<file path="config.mk">
export PLATFORM = sky130hd
export DESIGN_NAME = ffba_cell
export DESIGN_NICKNAME = d
export VERILOG_FILES = /design/src/rtl/core/ffba_pkg.sv /design/src/rtl/core/ffba_cell.sv
export SDC_FILE = /design/constraint.sdc
export NUM_CORES = 1
export LEC_CHECK = 0
export CAP_MARGIN = 20
export CORE_AREA = 2 2 183 185
export CTS_CLUSTER_SIZE = 12
export DETAILED_ROUTE_END_ITERATION = 10
export DIE_AREA = 0 0 185 187
export DONT_BUFFER_PORTS = 1
export PLACE_DENSITY = 0.59
export SLEW_MARGIN = 20
export SYNTH_ARGS = -nofsm -noshare
export SYNTH_HDL_FRONTEND = slang
export SYNTH_SLANG_ARGS = --single-unit
</file>
<file path="constraint.sdc">
create_clock -name clk -period 9.7 [get_ports clk]
set_input_delay 0.97 -clock clk [delete_from_list [all_inputs] [get_ports clk]]
set_output_delay 0.97 -clock clk [all_outputs]
set_load 0.02 [all_outputs]
</file>
<file path="src/rtl/core/ffba_pkg.sv">
// Shared types and constants for the first-fit block allocator.
// Used by ffba_cell and first_fit_block_allocator; no dependencies.
package ffba_pkg;

	localparam int DATA_W     = 32;
	localparam int MAX_BLOCKS = 64;
	localparam int ALIGN_LOG2 = 12;
	localparam int ALIGN_BYTES = 1 << ALIGN_LOG2;

	// block count holds 0..MAX_BLOCKS; a cell index holds 0..MAX_BLOCKS-1
	localparam int CNT_W = $clog2(MAX_BLOCKS + 1);
	localparam int IDX_W = (MAX_BLOCKS > 1) ? $clog2(MAX_BLOCKS) : 1;

	// register indexes of the configuration port
	localparam logic REG_REGION_BASE = 1'b0;
	localparam logic REG_REGION_SIZE = 1'b1;

	typedef enum logic [1:0] {
		OP_ALLOC = 2'd0,
		OP_FREE  = 2'd1,
		OP_QUERY = 2'd2
	} opcode_t;

	typedef enum logic [2:0] {
		S_IDLE,
		S_PREP,
		S_EVAL,
		S_PICK,
		S_SEARCH,
		S_MATCH,
		S_APPLY
	} state_t;

	// broadcast from the sequencer to every cell
	typedef struct packed {
		logic              calc_end;   // latch start+length, clear selection
		logic              eval;       // latch gap and address compares
		logic              pick_alloc; // latch first-fit selection
		logic              pick_ext;   // latch selection from address lookup
		logic              commit;     // apply insert or remove
		logic              insert;     // 1 insert at selection, 0 remove it
		logic [DATA_W-1:0] rounded;
		logic [DATA_W-1:0] region_end;
		logic [DATA_W-1:0] addr;
	} ffba_ctrl_t;

	// what a cell hands to its neighbors
	typedef struct packed {
		logic [DATA_W-1:0] start;
		logic [DATA_W-1:0] length;
		logic [DATA_W-1:0] end_addr;
		logic              hit;        // a fitting place lies at or before this cell
		logic              after;      // selection lies at or before this cell
	} ffba_link_t;

endpackage

</file>
<file path="src/rtl/core/ffba_cell.sv">
// One table entry of the allocator: start, length and per-entry compares.
// Depends on ffba_pkg; instantiated in a row by first_fit_block_allocator.
module ffba_cell import ffba_pkg::*; (
	input  logic                clk,
	input  logic                arst_n,
	input  ffba_ctrl_t          ctrl,
	input  logic                occ,
	input  logic                occ_prev,
	input  ffba_link_t          left_in,
	input  ffba_link_t          right_in,
	output ffba_link_t          right_out,
	input  logic                pick_ext,
	output logic                sel,
	output logic                lt,
	output logic                eq,
	output logic [DATA_W-1:0]   cand_part,
	output logic [DATA_W-1:0]   len_part
);

	logic [DATA_W-1:0] start_q;
	logic [DATA_W-1:0] length_q;
	logic [DATA_W-1:0] end_q;
	logic              fit_q;
	logic              tail_fit_q;
	logic              lt_q;
	logic              eq_q;
	logic              sel_q;

	logic [DATA_W-1:0] gap;
	logic [DATA_W-1:0] tail_gap;
	logic              cand_ok;
	logic              sel_d;

	// gaps measured from the end of the left neighbor
	assign gap      = start_q - left_in.end_addr;
	assign tail_gap = ctrl.region_end - left_in.end_addr;

	// an occupied entry fits by its own gap, the first free entry by the tail gap
	assign cand_ok = occ ? fit_q : (occ_prev & tail_fit_q);
	assign sel_d   = ctrl.pick_alloc ? (cand_ok & ~left_in.hit) : pick_ext;

	// hold the selection flag
	always_ff @(posedge clk or negedge arst_n) begin
		if (!arst_n) begin
			sel_q <= 1'b0;
		end else if (ctrl.calc_end) begin
			sel_q <= 1'b0;
		end else if (ctrl.pick_alloc || ctrl.pick_ext) begin
			sel_q <= sel_d;
		end
	end

	// latch compares
	always_ff @(posedge clk) begin
		if (ctrl.calc_end) begin
			end_q <= start_q + length_q;
		end
		if (ctrl.eval) begin
			fit_q      <= (gap >= ctrl.rounded);
			tail_fit_q <= (tail_gap >= ctrl.rounded);
			lt_q       <= (start_q < ctrl.addr);
			eq_q       <= (start_q == ctrl.addr);
		end
	end

	// shift entries: right on insert, left on remove
	always_ff @(posedge clk) begin
		if (ctrl.commit) begin
			if (ctrl.insert) begin
				if (sel_q) begin
					start_q  <= left_in.end_addr;
					length_q <= ctrl.rounded;
				end else if (left_in.after) begin
					start_q  <= left_in.start;
					length_q <= left_in.length;
				end
			end else if (sel_q || left_in.after) begin
				start_q  <= right_in.start;
				length_q <= right_in.length;
			end
		end
	end

	assign right_out.start    = start_q;
	assign right_out.length   = length_q;
	assign right_out.end_addr = end_q;
	assign right_out.hit      = left_in.hit | cand_ok;
	assign right_out.after    = left_in.after | sel_q;

	assign sel       = sel_q;
	assign lt        = lt_q;
	assign eq        = eq_q;
	assign cand_part = sel_q ? left_in.end_addr : '0;
	assign len_part  = sel_q ? length_q : '0;

endmodule

</file>
==> impl_metrics.csv, run 1 <==
group,metric,value,unit
clock_tree,ctsHoldBuffers,0,
placement,dp_cells,1804,
final_layout,stdcell_count,1821,
timing,rsz0062_at_grt,"no",
setup_path,critical_path_class,"primary input to flop",
placement,place_area,12200,µm²
timing,worst_slack,4.77,ns
die,io_pins,468,
clock_tree,cts_setup_buffers,0,
timing,period_minus_slack,4.93,ns
timing,slew_violations,0,
setup_path,cp-start-kind,"primary input",
die,start_util,35.7,%
setup_path,cp.buffers_inverters,1,
timing,hold_viol,0,
final_layout,syn_to_final_growth,5.85,%
setup_path,critical_path_arrival,5.04,ns
setup_path,crit_path_start,"left_in[3]",
timing,setup-tns-final,0,ns
global_route,antenna_found_initial,1,
setup_path,critical_path.max_fanout,5,
clock_tree,cts_root_buffer,"clkbuf_16",
final_layout,utilization,37.8,%
clock_tree,cts_tree,"done",
logic_synthesis,yosysWarnings,0,
timing,hold-worst-slack,0.293,ns
detailed_routing,ant_nets,0,
clock_tree,cts.repair.resized,0,
clock_tree,cts_made_buffers,9,
job,cap_viol_max_count,0,
logic_synthesis,ys.flop_type,"edfxtp_1",
power_and_ir_drop,cellLeakagePower,5.50,nW
min_path,hold_class,"primary input to asynchronous set/reset pin",
detailed_routing,avgViaCountPerCell,5.80,
setup_path,path_cells,"inv_1 > ha_1 > nor2b_1 > o31a_1 > a2111oi_2 > nor2_1 > o311ai_0 > o211ai_1 > nand2_1 > xnor2_1 > ha_1 > a21o_1 > a21oi_1 > nor2b_1 > a2111oi_0 > o21ai_0 > a41o_1",
global_route,overflow,0,
timing,worst_slew_pin_slew,1.10,ns
outcome,status,"completed",
clock_tree,insertion_delay,0.37,ns
clock_tree,h-tree-depth,3,
timing,final-setup-viol-count,0,
logic_synthesis,avgSynthCellArea,8.40,µm²
detailed_routing,wl,41.4,mm
clock_tree,clockBufferDepth,2,
placement,routabilityCongestion,0.902,
detailed_routing,routedWlPerCell,22.7,µm
global_route,track_usage,23.3,%
logic_synthesis,synth_seq_area_share,25.8,%
logic_synthesis,synth_enable_flop_cells,100,
setup_path,crit_family,"compound AO/OA/AOI/OAI gates",
logic_synthesis,synth_cells,1397,
setup_path,slowest_stage,"o311ai_0",
power_and_ir_drop,power_density,132,nW/µm²
power_and_ir_drop,total_power,1.64,mW
logic_synthesis,synth_area,11700,µm²
setup_path,r2r_slack,5.06,ns
clock_tree,clock_sinks,101,
logic_synthesis,synth_nets,1892,
die,core_area,32900,µm²
final_layout,finish.instance_area,12400,µm²
final_layout,drive_above_1_share,2.33,%
setup_path,end_kind,"flop",
detailed_routing,vias,10600,
timing,min_period_over_period,50.8,%
die,die_x,185,µm
die,rows,67,
die,die_area,34600,µm²
setup_path,r2r_start,"start_q[0]$_DFFE_PP_",
global_route,grt_pass1_vias,9967,
placement,hpwl,34.3,mm
placement,io_buffers,0,
die,fp.dieH,187,µm
final_layout,fin_nets,1862,
detailed_routing,drc,0,
global_route,grt_max_degree,129,
timing,finClkSkew,0.00947,ns
setup_path,slowest_delay,0.58,ns
logic_synthesis,ys_types,66,
logic_synthesis,async_flop_share,0.990,%
logic_synthesis,ys_ff_latch,101,
global_route,grt_pass1_wl,60.0,mm
timing,max_freq,203,MHz
power_and_ir_drop,vdd_drop_max,0.0000732,V
clock_tree,clk_pin_slew,0.07,ns
placement,dpl_worst_slack,4.36,ns
setup_path,worstPathRequired,9.81,ns
timing,slew_headroom,26.4,%
detailed_routing,drt_pass1_iterations,6,
detailed_routing,dr.first_iter.drc_count,826,
==> cell families after synthesis <==
| logic type | after synthesis | share of synthesized area, % |
|---|---|---|
| compound gates | 439 | 23.5 |
| fa+ha+maj | 192 | 20.7 |
| mux | 35 | 2.98 |
| xor+xnor | 85 | 6.34 |
| buf+inv | 163 | 5.21 |
| flops | 101 | 25.8 |
| simple gates | 382 | 15.5 |
==> worst register-to-register path, cell delays in order, from the launching register on <==
cell and delay, ns:
edfxtp_1 0.53, inv_1 0.24, ha_1 0.21, inv_1 0.06, fa_1 0.41, a21oi_1 0.18, o21ai_0 0.19, o2111ai_1 0.34
a21oi_1 0.21, nand4_1 0.15, nand2_1 0.10, o41ai_1 0.39, xnor2_1 0.19, ha_1 0.26, nand4_1 0.14, nor3_1 0.09
a2111oi_0 0.34, o21ai_0 0.14, a41o_1 0.23
==> report_power, final <==
group | switching, mW | internal [mW]
Combinational | 0.380 | 0.277
Clock | 0.178 | 0.173
Sequential | 0.0931 | 0.541
==> synth_stat cells (14+ instances only) <==
library cell / count / area (µm²)
mux2i_1: 35 / 350
a21o_1: 75 / 563
and3_1: 18 / 113
nand3_1: 15 / 75.1
and2_1: 40 / 250
nor2_1: 170 / 638
a21oi_1: 199 / 996
o21ai_0: 58 / 290
o21a_1: 17 / 128
edfxtp_1: 100 / 3000
nand4_1: 29 / 181
ha_1: 189 / 2360
clkbuf_1: 41 / 154
xor2_1: 23 / 201
xnor2_1: 62 / 543
inv_1: 120 / 450
nor2b_1: 14 / 87.6
nand2_1: 52 / 195
==> area by class of cell <==
cell class,count,area (µm²)
Tap cell,448,561
Inverter,121,454
Clock buffer,9,225
Multi-Input combinational cell,1133,8100
Fill cell,3391,20400
Clock inverter,7,42.5
Sequential cell,101,3030
Antenna cell,1,2.50
Timing Repair Buffer,1,7.51
==> cell usage in the layout, fill, tap and decap left out, drive strengths merged, types with 4 or more instances in the layout <==
cell type | Yosys | final
a2111oi | 6 | 6
a211oi | 12 | 12
a21boi | 4 | 4
a21o | 75 | 75
a21oi | 199 | 199
a221oi | 4 | 4
a31oi | 5 | 5
and2 | 40 | 40
and3 | 18 | 18
clkbuf | 41 | 9
clkinv | 0 | 5
edfxtp | 100 | 100
ha | 189 | 189
inv | 121 | 121
mux2i | 35 | 35
nand2 | 52 | 52
nand2b | 13 | 13
nand3 | 15 | 15
nand4 | 29 | 29
nor2 | 170 | 170
nor2b | 14 | 14
nor3 | 12 | 12
o211ai | 7 | 7
o21a | 17 | 17
o21ai | 63 | 63
o21bai | 7 | 7
o311ai | 4 | 4
o31ai | 4 | 4
or2 | 5 | 5
xnor2 | 62 | 62
xor2 | 23 | 23
==> routing by layer <==
layer | global-route usage (%) | part of all wire [%]
met1 | 32.5 | 46
met5 | 0 | 0
met3 | 4.40 | 7.3
met4 | 7.72 | 2.6
met2 | 36.2 | 44
==> final timing paths <==
path / endpoint / cells after the start
setup / recovery: tail_fit_q$_DFFE_PP_ / 17
hold / removal: sel$_DFFE_PN0P_ / 0
setup reg to reg: fit_q$_DFFE_PP_ / 18
hold reg to reg: end_q[0]$_DFFE_PP_ / 1
max in group asynchronous: sel$_DFFE_PN0P_ / 0
min in group clk: sel$_DFFE_PN0P_ / 1
==> sequential cells by signal, summed over array words and instances, names as in the netlist <==
| register | count |
|---|---|
| sel | 1 |
| lt | 1 |
| start_q | 32 |
| length_q | 32 |
| end_q | 32 |
| eq | 1 |
| fit_q | 1 |
| tail_fit_q | 1 |
No activity file was read; power rests on OpenSTA's default activity.
==> inputs of run 2 (changes only) <==
==> constraint.sdc (replaced) <==
create_clock -name clk -period 4.7 [get_ports clk]
set_input_delay 0.47 -clock clk [delete_from_list [all_inputs] [get_ports clk]]
set_output_delay 0.47 -clock clk [all_outputs]
set_load 0.02 [all_outputs]
==> impl_metrics.csv, run 2 (same netlist as run 1, synthesis figures left out) <==
group,metric,value,unit
outcome,status,"completed",
min_path,hold_class,"primary input to flop",
timing,slew_headroom,33.9,%
die,die_area,34600,µm²
setup_path,critical_path.max_fanout,5,
global_route,grt_pass1_vias,10100,
setup_path,worstRegToRegCells,16,
timing,worst_slew_pin_slew,0.991,ns
final_layout,finish.instance_area,12600,µm²
placement,dp_cells,1826,
final_layout,utilization,38.5,%
detailed_routing,routedWlPerCell,22.8,µm
detailed_routing,wl,42.0,mm
detailed_routing,vias,10600,
timing,hold-worst-slack,0.211,ns
timing,setup-tns-final,0,ns
timing,hold_viol,0,
final_layout,fin_nets,1885,
timing,slew_violations,0,
clock_tree,cts_root_buffer,"clkbuf_16",
setup_path,crit_family,"compound AO/OA/AOI/OAI gates",
setup_path,slowest_stage,"edfxtp_1",
min_path,hold_end,"sel$_DFFE_PN0P_",
setup_path,critical_path_class,"flop to flop",
clock_tree,clk_pin_slew,0.08,ns
global_route,antenna_found_initial,5,
global_route,grt_max_degree,129,
die,core_area,32900,µm²
global_route,track_usage,23.5,%
placement,hpwl,35.1,mm
die,rows,67,
clock_tree,insertion_delay,0.36,ns
setup_path,r2r_start,"start_q[7]$_DFFE_PP_",
power_and_ir_drop,total_power,3.46,mW
power_and_ir_drop,cellLeakagePower,5.62,nW
timing,worst_slack,0.398,ns
min_path,hold_start,"ctrl[101]",
final_layout,drive_above_1_share,3.95,%
setup_path,critical_path_arrival,4.40,ns
detailed_routing,avgViaCountPerCell,5.77,
clock_tree,cts_made_buffers,9,
power_and_ir_drop,vdd_drop_max,0.000133,V
min_path,hold_path_depth,1,
setup_path,end_kind,"flop",
die,die_x,185,µm
clock_tree,h-tree-depth,3,
timing,min_period_over_period,91.5,%
timing,rsz0062_at_grt,"no",
timing,period_minus_slack,4.30,ns
placement,dpl_worst_slack,0.0265,ns
setup_path,cp-start-kind,"flop",
timing,max_freq,232,MHz
die,fp.dieH,187,µm
setup_path,cp.buffers_inverters,0,
setup_path,r2r_end,"fit_q$_DFFE_PP_",
die,start_util,35.7,%
final_layout,mostFrequentLayoutCell,"a21oi_1",
timing,finClkSkew,0.00996,ns
clock_tree,cts_tree,"done",
clock_tree,clock_sinks,101,
detailed_routing,ant_nets,0,
detailed_routing,dr.first_iter.drc_count,895,
global_route,overflow,0,
job,cap_viol_max_count,0,
placement,routabilityCongestion,0.913,
global_route,grt_pass1_wl,60.7,mm
final_layout,nFillCells,3437,
detailed_routing,drt_pass1_iterations,5,
setup_path,r2r_slack,0.40,ns
clock_tree,clockBufferDepth,2,
final_layout,reg_top3,"end_q (32), length_q (32), start_q (32)",
final_layout,syn_to_final_growth,7.70,%
setup_path,path_cells,"ha_1 > and3_1 > o211ai_1 > a21o_1 > a21oi_1 > o2111ai_1 > a21boi_0 > nor4b_1 > a311oi_1 > ha_1 > a21o_1 > a21oi_1 > nor2b_1 > a2111oi_1 > o21ai_0 > a41o_1",
setup_path,slowest_delay,0.43,ns
timing,final-setup-viol-count,0,
die,io_pins,468,
placement,place_area,12300,µm²
detailed_routing,drc,0,
setup_path,worstPathRequired,4.80,ns
placement,io_buffers,0,
final_layout,mostFrequentLayoutCells,"a21oi_1, ha_1, nor2_1",
power_and_ir_drop,power_density,274,nW/µm²
final_layout,stdcell_count,1844,
## run 2: area by class of cell
cell class | instances | area, µm² | share of cell area (%)
multi-input cells | 1133 | 8130 | 64.3
flip-flops and latches | 101 | 3030 | 24.0
well taps | 448 | 561 | 4.43
inverters | 121 | 455 | 3.60
diodes | 2 | 5.00 | 0.0396
repair buffers | 24 | 183 | 1.45
clock inverters | 5 | 51.3 | 0.406
clock buffers | 10 | 229 | 1.81
## run 2: per-layer routing
layer	global-route usage, %	share of wire [%]
met5	0	0.088
met4	9.43	3.4
met3	5.80	7.7
met2	35.9	44
met1	31.7	45
## run 2: what timing repair did
item                                   in CTS  in global routing
setup endpoints to repair                   0                  1
resized for setup                           0                  5
buffers inserted                            0                  0
hold buffers                                1                  0
endpoints found under the hold margin       1                  0
## run 2: worst max path at each step
stage	startpoint	endpoint	slack, ns	cells past startpoint
after detailed placement	left_in[3]	tail_fit_q$_DFFE_PP_	0.03	16
after floorplan	ctrl[32]	tail_fit_q$_DFFE_PP_	0.54	20
after CTS	start_q[0]$_DFFE_PP_	fit_q$_DFFE_PP_	0.21	18
after global placement	left_in[3]	tail_fit_q$_DFFE_PP_	0.05	16
final	start_q[7]$_DFFE_PP_	fit_q$_DFFE_PP_	0.40	16
after global routing	start_q[0]$_DFFE_PP_	fit_q$_DFFE_PP_	0.07	18
## run 2: where the power goes
group          internal, mW  total (mW)  switching [mW]
sequential             1.12        1.28           0.164
clock                 0.409       0.772           0.363
combinational         0.588        1.41           0.824
total                  2.11        3.46            1.35
